File: src/design/khbs_pkg.sv
// ----------------------------------------------------------------------------
// khbs_pkg
// Shared types and constants for the key hash bucket select unit.
// ----------------------------------------------------------------------------
package khbs_pkg;

    localparam int HASH_W = 32;
    localparam int BKT_W  = 16;
    localparam int CNT_W  = $clog2(HASH_W + 1);

    localparam logic [HASH_W-1:0] HASH_SEED     = 32'd5381;
    localparam logic [HASH_W-1:0] HASH_MUL      = 32'h5bd1e995;
    localparam int                HASH_SHIFT    = 24;
    localparam int                FIN_SHIFT_A   = 13;
    localparam int                FIN_SHIFT_B   = 15;
    localparam logic [HASH_W-1:0] MAX_KEY_BYTES = 32'd65535;

    typedef struct packed {
        logic busy;
        logic done;
    } mod_stat_t;

endpackage

File: src/design/khbs_mod_unit.sv
// ----------------------------------------------------------------------------
// khbs_mod_unit
// Restoring remainder unit: 32-bit hash modulo 16-bit divisor, one bit a cycle.
// ----------------------------------------------------------------------------
module khbs_mod_unit
    import khbs_pkg::*;
(
    input  logic             clk,
    input  logic             rst_n,
    input  logic             start,
    input  logic [HASH_W-1:0] dividend,
    input  logic [BKT_W-1:0]  divisor,
    output mod_stat_t        stat,
    output logic [BKT_W-1:0]  remainder
);

    logic [BKT_W-1:0]  rem_reg, rem_next;
    logic [HASH_W-1:0] dvd_reg, dvd_next;
    logic [BKT_W-1:0]  dsr_reg, dsr_next;
    logic [CNT_W-1:0]  cnt_reg, cnt_next;
    logic              busy_reg, busy_next;
    logic              done_reg, done_next;
    logic [BKT_W:0]    trial;
    logic [BKT_W:0]    diff;

    assign trial = {rem_reg, dvd_reg[HASH_W-1]};
    assign diff  = trial - {1'b0, dsr_reg};

    always_comb
    begin
        rem_next  = rem_reg;
        dvd_next  = dvd_reg;
        dsr_next  = dsr_reg;
        cnt_next  = cnt_reg;
        busy_next = busy_reg;
        done_next = 1'b0;
        if (start)
        begin
            rem_next  = '0;
            dvd_next  = dividend;
            dsr_next  = divisor;
            cnt_next  = CNT_W'(HASH_W);
            busy_next = 1'b1;
        end
        else if (busy_reg)
        begin
            if (trial >= {1'b0, dsr_reg})
                rem_next = diff[BKT_W-1:0];
            else
                rem_next = trial[BKT_W-1:0];
            dvd_next = {dvd_reg[HASH_W-2:0], 1'b0};
            cnt_next = cnt_reg - CNT_W'(1);
            if (cnt_reg == CNT_W'(1))
            begin
                busy_next = 1'b0;
                done_next = 1'b1;
            end
        end
    end

    always_ff @(posedge clk or negedge rst_n)
    begin
        if (!rst_n)
        begin
            cnt_reg  <= '0;
            busy_reg <= 1'b0;
            done_reg <= 1'b0;
        end
        else
        begin
            cnt_reg  <= cnt_next;
            busy_reg <= busy_next;
            done_reg <= done_next;
        end
    end

    always_ff @(posedge clk)
    begin
        rem_reg <= rem_next;
        dvd_reg <= dvd_next;
        dsr_reg <= dsr_next;
    end

    assign stat.busy = busy_reg;
    assign stat.done = done_reg;
    assign remainder = rem_reg;

endmodule

File: src/design/key_hash_bucket_select_unit.sv
// ----------------------------------------------------------------------------
// key_hash_bucket_select_unit
// MurmurHash2 key hashing over little-endian words with bucket reduction.
// ----------------------------------------------------------------------------
// Takes one key word at a time. A four-byte word is accepted and then makes
// three passes through the single shared 32x32 multiplier, a short tail word
// makes one pass, and an empty word is only accepted. The last word of a key
// then adds one finalise pass through the multiplier, a start state for the
// remainder unit, 32 remainder steps at one hash bit per cycle and a wait for
// its done flag, then the output load. in_stall is high throughout, and the load also
// waits for as long as an earlier result word is held by out_stall; once
// loaded, the result sits in an output register and the next key may start
// while it waits.
// ----------------------------------------------------------------------------
module key_hash_bucket_select_unit
    import khbs_pkg::*;
(
    input  logic              clk,
    input  logic              rst_n,
    input  logic              cfg_we,
    input  logic [BKT_W-1:0]  cfg_wdata,
    input  logic              in_valid,
    output logic              in_stall,
    input  logic [HASH_W-1:0] key_word,
    input  logic [2:0]        word_bytes,
    input  logic [15:0]       key_length,
    input  logic              last_word,
    output logic              out_valid,
    input  logic              out_stall,
    output logic [BKT_W-1:0]  bucket_index
);

    typedef enum logic [8:0] {
        S_IDLE      = 9'b000000001,
        S_BODY_K1   = 9'b000000010,
        S_BODY_K2   = 9'b000000100,
        S_BODY_H    = 9'b000001000,
        S_TAIL      = 9'b000010000,
        S_FIN       = 9'b000100000,
        S_MOD_START = 9'b001000000,
        S_MOD_WAIT  = 9'b010000000,
        S_OUT       = 9'b100000000
    } state_t;

    function automatic logic [HASH_W-1:0] tail_mask(input logic [1:0] n);
        logic [HASH_W-1:0] m;
        case (n)
            2'd1:    m = 32'h000000ff;
            2'd2:    m = 32'h0000ffff;
            2'd3:    m = 32'h00ffffff;
            default: m = '0;
        endcase
        return m;
    endfunction

    state_t            state_reg, state_next;
    logic [HASH_W-1:0] h_reg, h_next;
    logic [HASH_W-1:0] k_reg, k_next;
    logic [HASH_W-1:0] word_reg, word_next;
    logic [2:0]        nbytes_reg, nbytes_next;
    logic              last_reg, last_next;
    logic              first_reg, first_next;
    logic [BKT_W-1:0]  bc_reg, bc_next;
    logic              ov_reg, ov_next;
    logic [BKT_W-1:0]  bi_reg, bi_next;

    logic [HASH_W-1:0] mul_in;
    logic [HASH_W-1:0] prod;
    logic [HASH_W-1:0] seed;
    logic [HASH_W-1:0] klen;
    logic [HASH_W-1:0] fin_pre;
    logic [BKT_W-1:0]  divisor;
    logic              accept;
    logic              mod_start;
    mod_stat_t         mod_stat;
    logic [BKT_W-1:0]  mod_rem;

    assign accept  = in_valid && (state_reg == S_IDLE);
    assign klen    = ({16'd0, key_length} > MAX_KEY_BYTES) ? MAX_KEY_BYTES
                                                           : {16'd0, key_length};
    assign seed    = HASH_SEED ^ klen;
    assign fin_pre = h_reg ^ (h_reg >> FIN_SHIFT_A);
    assign divisor = (bc_reg == '0) ? BKT_W'(1) : bc_reg;

    always_comb
    begin
        case (state_reg)
            S_BODY_K1: mul_in = word_reg;
            S_BODY_K2: mul_in = k_reg ^ (k_reg >> HASH_SHIFT);
            S_BODY_H:  mul_in = h_reg;
            S_TAIL:    mul_in = h_reg ^ (word_reg & tail_mask(nbytes_reg[1:0]));
            S_FIN:     mul_in = fin_pre;
            default:   mul_in = h_reg;
        endcase
    end

    assign prod = mul_in * HASH_MUL;

    always_comb
    begin
        state_next  = state_reg;
        h_next      = h_reg;
        k_next      = k_reg;
        word_next   = word_reg;
        nbytes_next = nbytes_reg;
        last_next   = last_reg;
        first_next  = first_reg;
        bc_next     = cfg_we ? cfg_wdata : bc_reg;
        ov_next     = (ov_reg && !out_stall) ? 1'b0 : ov_reg;
        bi_next     = bi_reg;
        mod_start   = 1'b0;

        case (state_reg)
            S_IDLE:
            begin
                if (accept)
                begin
                    word_next   = key_word;
                    nbytes_next = word_bytes;
                    last_next   = last_word;
                    if (first_reg)
                        h_next = seed;
                    if (word_bytes[2])
                        state_next = S_BODY_K1;
                    else if (word_bytes[1:0] != 2'd0)
                        state_next = S_TAIL;
                    else if (last_word)
                        state_next = S_FIN;
                    else
                        first_next = 1'b0;
                end
            end
            S_BODY_K1:
            begin
                k_next     = prod;
                state_next = S_BODY_K2;
            end
            S_BODY_K2:
            begin
                k_next     = prod;
                state_next = S_BODY_H;
            end
            S_BODY_H, S_TAIL:
            begin
                h_next = (state_reg == S_BODY_H) ? (prod ^ k_reg) : prod;
                if (last_reg)
                    state_next = S_FIN;
                else
                begin
                    first_next = 1'b0;
                    state_next = S_IDLE;
                end
            end
            S_FIN:
            begin
                h_next     = prod ^ (prod >> FIN_SHIFT_B);
                first_next = 1'b1;
                state_next = S_MOD_START;
            end
            S_MOD_START:
            begin
                mod_start  = 1'b1;
                state_next = S_MOD_WAIT;
            end
            S_MOD_WAIT:
            begin
                if (mod_stat.done)
                    state_next = S_OUT;
            end
            S_OUT:
            begin
                if (!ov_reg || !out_stall)
                begin
                    ov_next    = 1'b1;
                    bi_next    = mod_rem;
                    state_next = S_IDLE;
                end
            end
            default:
            begin
                state_next = S_IDLE;
            end
        endcase
    end

    khbs_mod_unit u_mod (
        .clk       (clk),
        .rst_n     (rst_n),
        .start     (mod_start),
        .dividend  (h_reg),
        .divisor   (divisor),
        .stat      (mod_stat),
        .remainder (mod_rem)
    );

    always_ff @(posedge clk or negedge rst_n)
    begin
        if (!rst_n)
        begin
            state_reg <= S_IDLE;
            h_reg     <= '0;
            first_reg <= 1'b1;
            bc_reg    <= BKT_W'(1);
            ov_reg    <= 1'b0;
        end
        else
        begin
            state_reg <= state_next;
            h_reg     <= h_next;
            first_reg <= first_next;
            bc_reg    <= bc_next;
            ov_reg    <= ov_next;
        end
    end

    always_ff @(posedge clk)
    begin
        k_reg      <= k_next;
        word_reg   <= word_next;
        nbytes_reg <= nbytes_next;
        last_reg   <= last_next;
        bi_reg     <= bi_next;
    end

    assign in_stall     = (state_reg != S_IDLE);
    assign out_valid    = ov_reg;
    assign bucket_index = bi_reg;

endmodule

File: config.mk
export PLATFORM = sky130hd
export DESIGN_NAME = key_hash_bucket_select_unit
export DESIGN_NICKNAME = d
export VERILOG_FILES = /design/src/design/khbs_pkg.sv /design/src/design/khbs_mod_unit.sv /design/src/design/key_hash_bucket_select_unit.sv
export SDC_FILE = /design/constraint.sdc
export NUM_CORES = 1
export LEC_CHECK = 0
export BUFFER_PORTS_ARGS = -buffer_cell sky130_fd_sc_hd__buf_2
export CAP_MARGIN = 30
export CORE_MARGIN = 2
export CORE_UTILIZATION = 46
export DETAILED_ROUTE_END_ITERATION = 10
export SYNTH_ARGS = -nofsm -noshare
export SYNTH_HDL_FRONTEND = slang
export SYNTH_SLANG_ARGS = --single-unit
export TNS_END_PERCENT = 30
File: constraint.sdc
create_clock -name clk -period 10.75 [get_ports clk]
set_clock_uncertainty 0.15 [all_clocks]
set_input_delay 1.075 -clock clk [delete_from_list [all_inputs] [get_ports clk]]
set_output_delay 1.075 -clock clk [all_outputs]
set_load 0.01 [all_outputs]
## Word level (Yosys, flattened, before mapping)

Cells that the tools add are included.

| storage, ports and cells | value |
|---|---|
| bits of input ports | 73 |
| output and inout port bits | 18 |
| memory bits (writable) | 0 |
| bits in registers | 214 |
| memories kept | 0 |
| latch bits | 0 |
| ROM bits | 0 |
| word-level logic and storage cells | 102 |

| cells by class | value |
|---|---|
| equality and inequality tests | 23 |
| reductions and logical operators | 16 |
| shift-type cells | 0 |
| multiply operators | 1 |
| add/subtract/negate cells | 2 |
| $lt $le $gt $ge | 1 |
| div/mod/pow operators | 0 |
| mux-type cells | 36 |
| bitwise gates (word level) | 7 |

Operators with widths:

| kind | number |
|---|---|
| 2-to-1 mux 32 bit | 6 |
| case mux 32 bit (4 select lines) | 1 |
| case mux 32 bit (3 select lines) | 1 |
| case mux 24 bit (3 select lines) | 1 |
| case mux 9 bit (8 select lines) | 1 |
| XOR 32 bit | 2 |
| 2-to-1 mux 9 bit | 6 |
| AND 32 bit | 1 |
| multiplier 32 x 31 -> 32 bit, second input constant | 1 |
| XOR 32 x 17 -> 32 bit | 1 |
| XOR 32 x 19 -> 32 bit | 1 |
| XOR 32 x 8 -> 32 bit | 1 |
| 2-to-1 mux 6 bit | 3 |
| greater-or-equal comparator 17 x 16 -> 1 bit | 1 |
| logical NOT 16 bit | 1 |
| 2-to-1 mux 16 bit | 1 |
| subtractor 16 bit | 1 |
| 2-to-1 mux 1 bit | 15 |
| inequality test 2 bit, second input constant | 7 |
| == test 9 x 1 -> 1 bit, second input constant | 1 |
| == test 9 x 2 -> 1 bit, second input constant | 1 |
| == test 9 x 3 -> 1 bit, second input constant | 1 |
| == test 9 x 4 -> 1 bit, second input constant | 1 |
| == test 9 x 5 -> 1 bit, second input constant | 1 |
| other kinds (23) | 29 |

## Longest topological paths before layout

Gate-level depths: netlist (run 1).

| depth | value |
|---|---|
| depth in word-level cells | 10 |
| mapped depth | 37 |
| mapped depth without buffers | 35 |

## Hierarchy

A second synthesis (run 1) with hierarchy kept.

| unflattened totals | value |
|---|---|
| cells, all modules | 1976 |
| area total of the unflattened synthesis | 20044.2 um2 |

By module, submodules not included:

| module | seq. area each (um2) | times used | area each (um2) | cells an instance |
|---|---|---|---|---|
| key_hash_bucket_select_unit | 3972.6 | 1 | 16139.2 | 1638 |
| khbs_mod_unit | 1961.9 | 1 | 3905.0 | 338 |

## Worst setup path after synthesis (run 1)

No wires, ideal clock.

| path | value |
|---|---|
| path kind | reg2reg |
| start point | reg state_reg[8] |
| end point | reg h_reg[15] |
| clock period less this slack | 9.577 ns |
| arrival | 9.355 ns |
| setup slack | 1.173 ns |
| stages on the path, launching flop included | 33 |
| cell sequence | dfrtp_1 nor4_4 nand3_1 inv_1 nor3_2 nor3_1 a21oi_1 a221oi_1 inv_1 fa_1 ha_1 inv_1 fa_1 fa_1 fa_1 inv_1 fa_1 fa_1 inv_1 fa_1 inv_1 ha_1 nand3_1 nor2_1 nand3_1 o211ai_1 nor3_1 nand3b_1 a311oi_1 or4b_2 nand3_1 mux2_2 nor2_1 |

| between the ends | value |
|---|---|
| elaborated cells on any way between the ends | 18 |
| those cells by class | 1 x mul; 8 x eq/ne; 3 x mux; 2 x bitwise; 4 x reduce/logical |

RTL lines:

| what | RTL line | RTL |
|---|---|---|
| start, declared | key_hash_bucket_select_unit.sv:56 | `state_t state_reg, state_next;` |
| start signal, assigned | key_hash_bucket_select_unit.sv:208 | `state_reg <= state_next;` |
| == test 9 x 6 -> 1 bit, or another cell as far along | key_hash_bucket_select_unit.sv:87 | `case (state_reg)` |
| case mux 32 bit (4 select lines) (*) | key_hash_bucket_select_unit.sv:87 |  |
| multiplier 32 x 31 -> 32 bit (*) | key_hash_bucket_select_unit.sv:97 | `assign prod = mul_in * HASH_MUL;` |
| net prod[30] | key_hash_bucket_select_unit.sv:68 | `logic [HASH_W-1:0] prod;` |
| XOR 32 x 17 -> 32 bit (*) | key_hash_bucket_select_unit.sv:156 | `h_next = prod ^ (prod >> FIN_SHIFT_B);` |
| case mux 32 bit (3 select lines) (*) | key_hash_bucket_select_unit.sv:113 | `case (state_reg)` |
| end signal, assigned | key_hash_bucket_select_unit.sv:209 | `h_reg <= h_next;` |
| end, declared | key_hash_bucket_select_unit.sv:57 | `logic [HASH_W-1:0] h_reg, h_next;` |

The timed path passes the listed nets; every way through them passes the cells marked *.
A chain may end at the register's enable or synchronous reset.

## Worst setup path in the final report (run 1)

Same ends and word-level chain as after synthesis.

==> metrics.log, run 1 <==
[metrics] status: finished clean
[metrics] post-synthesis sequential area ratio: 0.3013
[metrics] type of the worst setup path: flop to flop
[metrics] endpoint of the worst-slack reg-to-reg timing path: h_reg[15]
[metrics] Mapped Nets: 2467
[metrics] setup repair after global routing missed its margin: no
[metrics] final worst-path cycle share: 0.9185
[metrics] slack of the critical path: 0.8763 ns
[metrics] main flop type after synthesis: edfxtp_1
[metrics] final count of pins violating max slew: 0
[metrics] Place WS: 0.9571 ns
[metrics] worst hold path cell count: 0
[metrics] clk buf depth: 3
[metrics] Post-CTS Hold Buffers: 0
[metrics] starting utilization of the core area: 0.4674
[metrics] area inside the core boundary: 0.04213 mm2
[metrics] timing-limited maximum frequency: 0.1013 GHz
[metrics] top post-synthesis cells by area: edfxtp_1 20%, fa_1 18%, ha_1 15%, dfrtp_1 8.1%, inv_1 7.5%
[metrics] vias in the first global route: 14770
[metrics] end point of the most critical hold path: bucket_index[15]
[metrics] Via-to-Cell Ratio: 5.560
[metrics] final global-route overflow total: 0
[metrics] First-pass DRT Iterations: 7
[metrics] # rows: 75
[metrics] H-Tree Level Count: 1
[metrics] category of the worst setup path capture point: flop
[metrics] final routed wire length divided by cell count: 21.79 um
[metrics] cell at the slowest stage of the critical path: or3_1
[metrics] max_slew headroom: 0.3420
[metrics] Clk pin slew, worst setup/hold paths: 0.06 ns
[metrics] highest net fanout along the worst path: 23
[metrics] cell taking the most area after synthesis: edfxtp_1
[metrics] proportion of layout cells with a drive suffix above 1: 0.1017
[metrics] sum of routed wire length over all layers: 57140 um
[metrics] total clock buffers created by CTS: 24
[metrics] number of antenna violations at the first check in global routing: 0
[metrics] area enclosed by the die boundary: 0.04449 mm2
[metrics] yosys synthesis warning count: 0
[metrics] die width: 210.9 um
[metrics] number of enable-type register cells in the synthesized netlist: 131
[metrics] via count: 14580
[metrics] area share of the largest cell type after synthesis: 0.1997
[metrics] required time of the worst setup path: 11.06 ns
[metrics] slew at the pin closest to its max-slew limit: 0.9836 ns
[metrics] global-route wire length before repair: 88540 um
[metrics] post-route core utilization: 0.5149
[metrics] Hold Path Origin: u_mod.remainder[15]
[metrics] worst reg2reg startpoint: state_reg[8]
[metrics] Remaining DRCs: 0
[metrics] growth of design area from synthesis to finish: 10.15%
[metrics] #FFs+latches synth: 214
[metrics] Antenna Nets Post-Route: 0
[metrics] IO Pins: 91
[metrics] number of nets in the final layout: 2551
[metrics] largest net degree at the start of global routing: 52
[metrics] average instance area after synthesis: 9.937 um2
[metrics] post-synth design cell area: 0.01970 mm2
[metrics] hold crit path type: flop to flop
[metrics] height of the die: 210.9 um
[metrics] number of sinks on the clock net: 214
[metrics] final-report hold violation count: 0
[metrics] share of synthesized registers carrying an async set or reset: 0.3131
[metrics] Max-Cap Viols: 0
[metrics] filler cell count in the final layout: 3791
[metrics] number of port buffers: 90
[metrics] post-CTS setup-driven buffer insertion count: 0
[metrics] RePlAce Congestion: 0.9535
[metrics] gate count of the mapped netlist: 1982
[metrics] final sum of negative setup slack: 0 ns
[metrics] drt first-iter violations: 1411
[metrics] total of cells resized after clock tree synthesis: 0
[metrics] GRT Resource Usage Total: 0.2643
[metrics] number of cells on the worst reg-to-reg path: 32
[metrics] TritonCTS clock tree: built
[metrics] r2r setup slk: 0.88 ns
[metrics] library cell appearing most often on the critical path: fa_1
[metrics] Setup violations, final: 0
[metrics] synth unique cells: 78
[metrics] critical path launch point type: flop
[metrics] master cell of the clock root buffer: clkbuf_16
[metrics] most instantiated library cell after synthesis: inv_1
[metrics] delay contributed by the slowest stage of the critical path: 0.72 ns
[metrics] data arrival time at the worst-slack endpoint: 10.18 ns
[metrics] Antenna diodes: 0
[metrics] clock insertion delay at the later pin of the skew report: 0.53 ns
[metrics] most used standard cells in the synthesized netlist: 395 x inv_1, 233 x ha_1, 184 x nand2_1, 179 x fa_1, 131 x edfxtp_1
[metrics] final HPWL from detailed placement: 45930 um
[metrics] Tmin final: 9.874 ns
## per-stage QoR
step | hold WS, ns | cells | cell area [um2]
floorplan | 0.2813 | 1982 | 19700
global placement | 0.3025 | 2576 | 20800
detailed placement | 0.3081 | 2578 | 20860
CTS | 0.3241 | 2622 | 21670
global route | 0.3426 | 2623 | 21690
finish | 0.3196 | 2623 | 21690
## per-layer routing
layer	up-vias	wire length, um	global-route usage
met4	0	2007	0.08839
met5	-	0	0
met2	546	26710	0.4335
met1	7147	24660	0.3635
li1	6782	-	-
met3	108	3767	0.03464
## placed cells by master, fill, tap and decap left out, types with 5 or more instances in the layout
master	n
nand2b_1	8
mux2i_1	10
buf_4	30
inv_1	395
xnor2_1	73
o211ai_1	7
nand4_1	8
a31oi_1	15
buf_2	90
o22ai_1	5
a21o_1	16
dfxtp_1	16
mux2_2	19
nor2_1	92
xor2_1	44
clkinv_2	6
clkbuf_16	25
fa_1	179
a221oi_1	24
nand3_1	18
a221o_1	12
nor3_1	30
and3_1	6
a22oi_1	19
or2_2	5
nor4_1	7
dfrtp_1	64
edfxtp_1	131
o21ai_0	94
nand2_1	184
a211oi_1	9
a21oi_1	89
nor2b_1	7
ha_1	233
nand3b_1	8
o21a_1	9
## area by class of cell
type | count | area [um2] | area share
inverters | 395 | 1483 | 0.06834
clock inverters | 14 | 153.9 | 0.007094
clock buffers | 30 | 664.4 | 0.03062
well taps | 539 | 674.4 | 0.03109
flip-flops and latches | 214 | 5934 | 0.2735
multi-input cells | 1308 | 12030 | 0.5547
repair buffers | 123 | 750.7 | 0.03460
## critical path: cells and delay by family (launching register included)
kind | cells | cell delay (ns)
adders and majority gates | 9 | 4.17
DFF | 1 | 0.47
AOI/OAI and AO/OA | 5 | 0.80
and+or+nand+nor | 11 | 3.07
buffers and inverters | 6 | 0.78
muxes | 1 | 0.36
## worst max path at each step
stage / cells after the start / end / slack (ns) / startpoint
4_1_cts: 32 / h_reg[15] / 0.92 / state_reg[8]
6_report: 32 / h_reg[15] / 0.88 / state_reg[8]
3_3_place_gp: 30 / h_reg[15] / 1.14 / state_reg[8]
2_1_floorplan: 32 / h_reg[15] / 1.17 / state_reg[8]
3_5_place_dp: 32 / h_reg[15] / 0.96 / state_reg[8]
5_1_grt: 32 / h_reg[15] / 0.46 / state_reg[8]
## kinds of logic after synthesis
| logic type | Yosys count | share of synthesized area |
|---|---|---|
| buffers and inverters | 460 | 0.08824 |
| adders and majority gates | 412 | 0.3300 |
| and+or+nand+nor | 400 | 0.09453 |
| AOI/OAI and AO/OA | 346 | 0.1140 |
| DFF | 214 | 0.3013 |
| xor gates and xnor gates | 121 | 0.05603 |
| muxes | 29 | 0.01595 |
Power of run 1 is not shown: default switching activity piles up to over one toggle a cycle in this logic, so the estimate is an artifact.
==> inputs of run 2 (changes only) <==
==> constraint.sdc (replaced) <==
create_clock -name clk -period 9.1 [get_ports clk]
set_clock_uncertainty 0.15 [all_clocks]
set_input_delay 0.91 -clock clk [delete_from_list [all_inputs] [get_ports clk]]
set_output_delay 0.91 -clock clk [all_outputs]
set_load 0.01 [all_outputs]
==> metrics.log, run 2 (synthesis gave the netlist of run 1 again) <==
[metrics] status: finished clean
[metrics] sum of routed wire length over all layers: 60420 um (+5.7%)
[metrics] die width: 210.9 um (unchanged)
[metrics] library cell appearing most often on the critical path: fa_1
[metrics] TritonCTS clock tree: built
[metrics] final worst-path cycle share: 0.9675 (+0.04905)
[metrics] category of the worst setup path capture point: flop
[metrics] Max-Cap Viols: 0 (unchanged)
[metrics] global-route wire length before repair: 92020 um (+3.9%)
[metrics] delay contributed by the slowest stage of the critical path: 0.59 ns (-0.13 ns)
[metrics] number of port buffers: 90 (unchanged)
[metrics] proportion of layout cells with a drive suffix above 1: 0.1531 (+0.05138)
[metrics] crit path launch: state_reg[0]
[metrics] Post-CTS Hold Buffers: 0 (unchanged)
[metrics] GRT Resource Usage Total: 0.2758 (+0.01150)
[metrics] drt first-iter violations: 1052 (-25%)
[metrics] clock insertion delay at the later pin of the skew report: 0.54 ns (about the same)
[metrics] placed cell area: 0.02156 mm2 (+3.4%)
[metrics] vias in the first global route: 15200 (+2.9%)
[metrics] starting utilization of the core area: 0.4674 (unchanged)
[metrics] filler cell count in the final layout: 3829 (+1.0%)
[metrics] commonest cells after routing, fill and taps aside: 392 x inv_1, 232 x ha_1, 182 x nand2_1
[metrics] final-report hold violation count: 0 (unchanged)
[metrics] worst reg2reg startpoint: state_reg[0]
[metrics] max_slew headroom: 0.3136 (-0.02842)
[metrics] timing-limited maximum frequency: 0.1136 GHz (+12%)
[metrics] critical path launch point type: flop
[metrics] required time of the worst setup path: 9.33 ns (-1.73 ns)
[metrics] final routed wire length divided by cell count: 22.16 um (+1.7%)
[metrics] slew at the pin closest to its max-slew limit: 1.022 ns (+0.03862 ns)
[metrics] area enclosed by the die boundary: 0.04449 mm2 (unchanged)
[metrics] largest net degree at the start of global routing: 68 (+31%)
[metrics] endpoint of the worst-slack reg-to-reg timing path: h_reg[16]
[metrics] type of the worst setup path: flop to flop
[metrics] total clock buffers created by CTS: 23 (-4.2%)
[metrics] leading cell type in the layout, fill and taps excluded: inv_1
[metrics] First-pass DRT Iterations: 6 (-1)
[metrics] number of cells on the worst reg-to-reg path: 32 (unchanged)
[metrics] height of the die: 210.9 um (unchanged)
[metrics] highest net fanout along the worst path: 8 (-65%)
[metrics] H-Tree Level Count: 1 (unchanged)
[metrics] number of sinks on the clock net: 214 (unchanged)
[metrics] RePlAce Congestion: 0.9500 (-0.37%)
[metrics] growth of design area from synthesis to finish: 14.98%
[metrics] Final Instance Area: 0.02265 mm2 (+4.4%)
[metrics] number of nets in the final layout: 2657 (+4.2%)
[metrics] hold crit path type: input pin to async pin
[metrics] # rows: 75 (unchanged)
[metrics] number of antenna violations at the first check in global routing: 0 (unchanged)
[metrics] post-route core utilization: 0.5375 (+0.02257)
[metrics] data arrival time at the worst-slack endpoint: 9.03 ns (-1.15 ns)
[metrics] setup repair after global routing missed its margin: yes
[metrics] r2r setup slk: 0.30 ns (-0.58 ns)
[metrics] Clk pin slew, worst setup/hold paths: 0.06 ns (about the same)
[metrics] IO Pins: 91 (unchanged)
[metrics] via count: 15010 (+3.0%)
[metrics] final HPWL from detailed placement: 48440 um (+5.5%)
[metrics] master cell of the clock root buffer: clkbuf_16
[metrics] Setup violations, final: 0 (unchanged)
[metrics] Tmin final: 8.804 ns (-1.069 ns)
[metrics] final count of pins violating max slew: 0 (unchanged)
[metrics] Antenna diodes: 0 (unchanged)
[metrics] Remaining DRCs: 0 (unchanged)
[metrics] Via-to-Cell Ratio: 5.506 (-0.97%)
[metrics] Antenna Nets Post-Route: 0 (unchanged)
[metrics] final global-route overflow total: 0 (unchanged)
[metrics] cell at the slowest stage of the critical path: or4_4
[metrics] clk buf depth: 3 (unchanged)
[metrics] area inside the core boundary: 0.04213 mm2 (unchanged)
==> run 2: cell count changes in the layout (fill, tap and decap cells not counted), sizes merged <==
cell	before	now
buf	123	229
bufinv	3	2
clkinv	10	7
clkinvlp	0	2
==> run 2: routing by layer <==
layer / part of all wire / GRT usage / vias to the layer above
li1: - / - / 7007
met1: 0.44 / 0.3851 / 7411
met2: 0.48 / 0.4609 / 505
met3: 0.055 / 0.02364 / 91
met4: 0.029 / 0.07965 / 0
met5: 0 / 0 / -
==> run 2: worst max-delay path, delay by kind of cell, from the launching register on <==
family | cells | cell delay, ns
adders and majority gates | 9 | 3.76
AOI/OAI and AO/OA | 10 | 2.02
and+or+nand+nor | 4 | 1.16
DFF | 1 | 0.41
xor gates and xnor gates | 2 | 0.42
buffers and inverters | 7 | 0.72
==> run 2: how the worst max path moves through the flow <==
stage,end,slack (ns),cells past startpoint
6_report,h_reg[16],0.30,32
2_1_floorplan,h_reg[15],0.06,33
5_1_grt,h_reg[28],-0.04,37
4_1_cts,h_reg[16],0.04,32
3_5_place_dp,h_reg[15],0.02,31
3_3_place_gp,h_reg[16],0.13,32
==> run 2: cell type report <==
| cell class | count | area, um2 | area share |
|---|---|---|---|
| well taps | 539 | 674.4 | 0.02978 |
| flip-flops and latches | 214 | 5936 | 0.2621 |
| inverters | 395 | 1486 | 0.06564 |
| clock buffers | 29 | 618.1 | 0.02729 |
| clock inverters | 12 | 118.9 | 0.005249 |
| multi-input cells | 1308 | 12160 | 0.5368 |
| repair buffers | 230 | 1655 | 0.07310 |
==> run 2: through the flow <==
stage	worst slack, ns	TNS (ns)	instances	hold slack, ns
6_report	0.2955	0	2727	0.1043
3_5_place_dp	0.01578	0	2666	0.2950
5_1_grt	-0.03675	-0.07486	2727	0.09824
2_1_floorplan	0.06319	0	1982	0.2813
4_1_cts	0.04131	0	2707	0.3211
3_3_place_gp	0.1294	0	2666	0.3022
==> run 2: what timing repair did <==
action,CTS,global route
endpoints found under the hold margin,0,0
resized for setup,5,26
endpoints found under the setup margin,3,19
setup buffers,0,17
pin swaps,0,11
cloned,0,1
Power of run 2 is left out for the same reason.
==> inputs of run 3 (changes only) <==
--- a/config.mk
+++ b/config.mk
@@ -5,6 +5,7 @@
 export SDC_FILE = /design/constraint.sdc
 export NUM_CORES = 1
 export LEC_CHECK = 0
+export ABC_AREA = 1
 export BUFFER_PORTS_ARGS = -buffer_cell sky130_fd_sc_hd__buf_2
 export CAP_MARGIN = 30
 export CORE_MARGIN = 2
==> metrics.log, run 3 <==
[metrics] status: finished clean
[metrics] IO Pins: 91 (unchanged)
[metrics] post-synthesis sequential area ratio: 0.2899 (-0.01145)
[metrics] area enclosed by the die boundary: 0.04621 mm2 (+3.9%)
[metrics] cell at the slowest stage of the critical path: fa_1
[metrics] max_slew headroom: 0.3622 (+0.04861)
[metrics] number of cells on the worst reg-to-reg path: 34 (+6.3%)
[metrics] worst setup path end: h_reg[14]
[metrics] area inside the core boundary: 0.04403 mm2 (+4.5%)
[metrics] Tmin final: 8.784 ns (-0.02074 ns)
[metrics] most instantiated library cell after synthesis: inv_1
[metrics] global-route wire length before repair: 95900 um (+4.2%)
[metrics] H-Tree Level Count: 1 (unchanged)
[metrics] GRT Resource Usage Total: 0.2728 (-0.003020)
[metrics] commonest cells after routing, fill and taps aside: 526 x inv_1, 392 x nand2_1, 233 x ha_1
[metrics] required time of the worst setup path: 9.35 ns (+0.02 ns)
[metrics] endpoint of the worst-slack reg-to-reg timing path: h_reg[14]
[metrics] delay contributed by the slowest stage of the critical path: 0.55 ns (-0.04 ns)
[metrics] Antenna Nets Post-Route: 0 (unchanged)
[metrics] number of nets in the final layout: 2911 (+9.6%)
[metrics] drt first-iter violations: 1361 (+29%)
[metrics] worst reg2reg startpoint: state_reg[1]
[metrics] yosys synthesis warning count: 0 (unchanged)
[metrics] Clk pin slew, worst setup/hold paths: 0.06 ns (about the same)
[metrics] clock insertion delay at the later pin of the skew report: 0.54 ns (about the same)
[metrics] main flop type after synthesis: edfxtp_1
[metrics] highest net fanout along the worst path: 18 (+10)
[metrics] Setup violations, final: 0 (unchanged)
[metrics] r2r setup slk: 0.32 ns (+0.02 ns)
[metrics] type of the worst setup path: flop to flop
[metrics] final-report hold violation count: 0 (unchanged)
[metrics] vias in the first global route: 16290 (+7.2%)
[metrics] Via-to-Cell Ratio: 5.303 (-3.7%)
[metrics] First-pass DRT Iterations: 5 (-1)
[metrics] critical path launch point type: flop
[metrics] most used standard cells in the synthesized netlist: 527 x inv_1, 393 x nand2_1, 233 x ha_1, 179 x fa_1, 131 x edfxtp_1
[metrics] synth unique cells: 69 (-12%)
[metrics] TritonCTS clock tree: built
[metrics] category of the worst setup path capture point: flop
[metrics] number of sinks on the clock net: 214 (unchanged)
[metrics] Max-Cap Viols: 0 (unchanged)
[metrics] height of the die: 215.0 um (+1.9%)
[metrics] final count of pins violating max slew: 0 (unchanged)
[metrics] number of enable-type register cells in the synthesized netlist: 131 (unchanged)
[metrics] data arrival time at the worst-slack endpoint: 9.03 ns (about the same)
[metrics] slew at the pin closest to its max-slew limit: 0.9532 ns (-0.06910 ns)
[metrics] clk buf depth: 3 (unchanged)
[metrics] hold crit path type: input pin to async pin
[metrics] proportion of layout cells with a drive suffix above 1: 0.1011 (-0.05200)
[metrics] # rows: 77 (+2.7%)
[metrics] timing-limited maximum frequency: 0.1138 GHz (+0.24%)
[metrics] leading cell type in the layout, fill and taps excluded: inv_1
[metrics] number of antenna violations at the first check in global routing: 2 (+2)
[metrics] master cell of the clock root buffer: clkbuf_16
[metrics] number of port buffers: 90 (unchanged)
[metrics] via count: 16100 (+7.3%)
[metrics] Post-CTS Hold Buffers: 0 (unchanged)
[metrics] #FFs+latches synth: 214 (unchanged)
[metrics] Remaining DRCs: 0 (unchanged)
[metrics] Mapped Nets: 2809 (+14%)
[metrics] cell taking the most area after synthesis: edfxtp_1
[metrics] share of synthesized registers carrying an async set or reset: 0.3131 (unchanged)
[metrics] largest net degree at the start of global routing: 67 (-1.5%)
[metrics] worst hold slack across all endpoints: 0.1928 ns (+0.08850 ns)
[metrics] starting utilization of the core area: 0.4650 (-0.002435)
[metrics] gate count of the mapped netlist: 2324 (+17%)
[metrics] final routed wire length divided by cell count: 20.54 um (-7.3%)
[metrics] crit path launch: state_reg[1]
[metrics] total clock buffers created by CTS: 23 (unchanged)
[metrics] average instance area after synthesis: 8.810 um2 (-11%)
[metrics] final worst-path cycle share: 0.9652 (-0.002280)
[metrics] RePlAce Congestion: 0.9661 (+1.7%)
[metrics] top post-synthesis cells by area: edfxtp_1 19%, fa_1 18%, ha_1 14%, inv_1 9.7%, dfrtp_1 7.8%
[metrics] growth of design area from synthesis to finish: 10.60%
[metrics] die width: 215.0 um (+1.9%)
[metrics] sum of routed wire length over all layers: 62380 um (+3.2%)
[metrics] final HPWL from detailed placement: 49990 um (+3.2%)
[metrics] post-synth design cell area: 0.02047 mm2 (+4.0%)
[metrics] area share of the largest cell type after synthesis: 0.1921 (-0.007592)
[metrics] final global-route overflow total: 0 (unchanged)
-- run 3: changes by cell type in the layout (fill, tap and decap cells not counted), sizes merged, moves of 19 or more --
cell / delta
buf: -93
mux2: -19
nand2: +225
xnor2: -47
a221oi: -19
nand3: +85
inv: +143
o21ai: +44
-- run 3: worst min path at each step --
stage                   startpoint                to  slack [ns]  depth (start not counted)
2_1_floorplan  u_mod.remainder[15]  bucket_index[15]        0.28                          0
3_3_place_gp             bc_reg[9]  u_mod.dsr_reg[9]        0.28                          0
3_5_place_dp             bc_reg[5]  u_mod.dsr_reg[5]        0.28                          0
4_1_cts                      rst_n         h_reg[20]        0.20                          1
5_1_grt                      rst_n         h_reg[20]        0.22                          1
6_report                     rst_n         h_reg[20]        0.19                          1
-- run 3: critical path, delay by kind of cell (launching register included) --
family | cells | cell delay, ns
compound gates | 3 | 0.46
fa+ha+maj | 9 | 4.11
buf+inv | 7 | 0.61
flops | 1 | 0.44
simple gates | 15 | 2.88
-- run 3: final cells by class --
type                       count  area [um2]
multi-input combinational   1511       12300
clock inverter                16       186.4
clock buffer                  26       596.8
inverter                     540        2036
timing repair buffer         136       847.1
tap                          592       740.7
sequential                   214        5936
antenna                        2       5.005
fill                        4156       21390
-- run 3: timing repair --
| item | 4_1_cts | 5_1_grt |
|---|---|---|
| resized for setup | 0 | 11 |
| setup buffers | 0 | 2 |
| setup endpoints to repair | 0 | 10 |
-- run 3: kinds of logic (layout without fill, tap and decap cells) --
| logic type | after synthesis | after routing | share of synthesized area |
|---|---|---|---|
| XOR/XNOR | 88 | 88 | 0.03801 |
| AND/OR/NAND/NOR | 675 | 675 | 0.1455 |
| other | 0 | 2 | 0 |
| adder cells (fa/ha/maj) | 412 | 412 | 0.3174 |
| flip-flops | 214 | 214 | 0.2899 |
| AO/OA/AOI/OAI | 336 | 336 | 0.09674 |
| buffers and inverters | 599 | 718 | 0.1124 |
-- run 3: metrics by stage --
stage          utilization  setup WS (ns)  setup TNS [ns]  instances  cell area, um2
3_3_place_gp        0.4937         0.2939               0       2989           21740
2_1_floorplan            -         0.7676               0       2324           20470
5_1_grt             0.5143       -0.03205        -0.03205       3037           22640
4_1_cts             0.5126         0.1883               0       3033           22570
3_5_place_dp        0.4948         0.2199               0       2991           21790
6_report            0.5143         0.3163               0       3037           22640
-- run 3: layer usage --
metal  vias to the layer above  wire (um)  track usage
li1                       7629          -            -
met1                      7819      28270       0.3838
met2                       552      28340       0.4396
met3                       104       3753      0.03043
met4                         0       2010      0.09213
met5                         -          0            0
Power of run 3 is left out for the same reason.
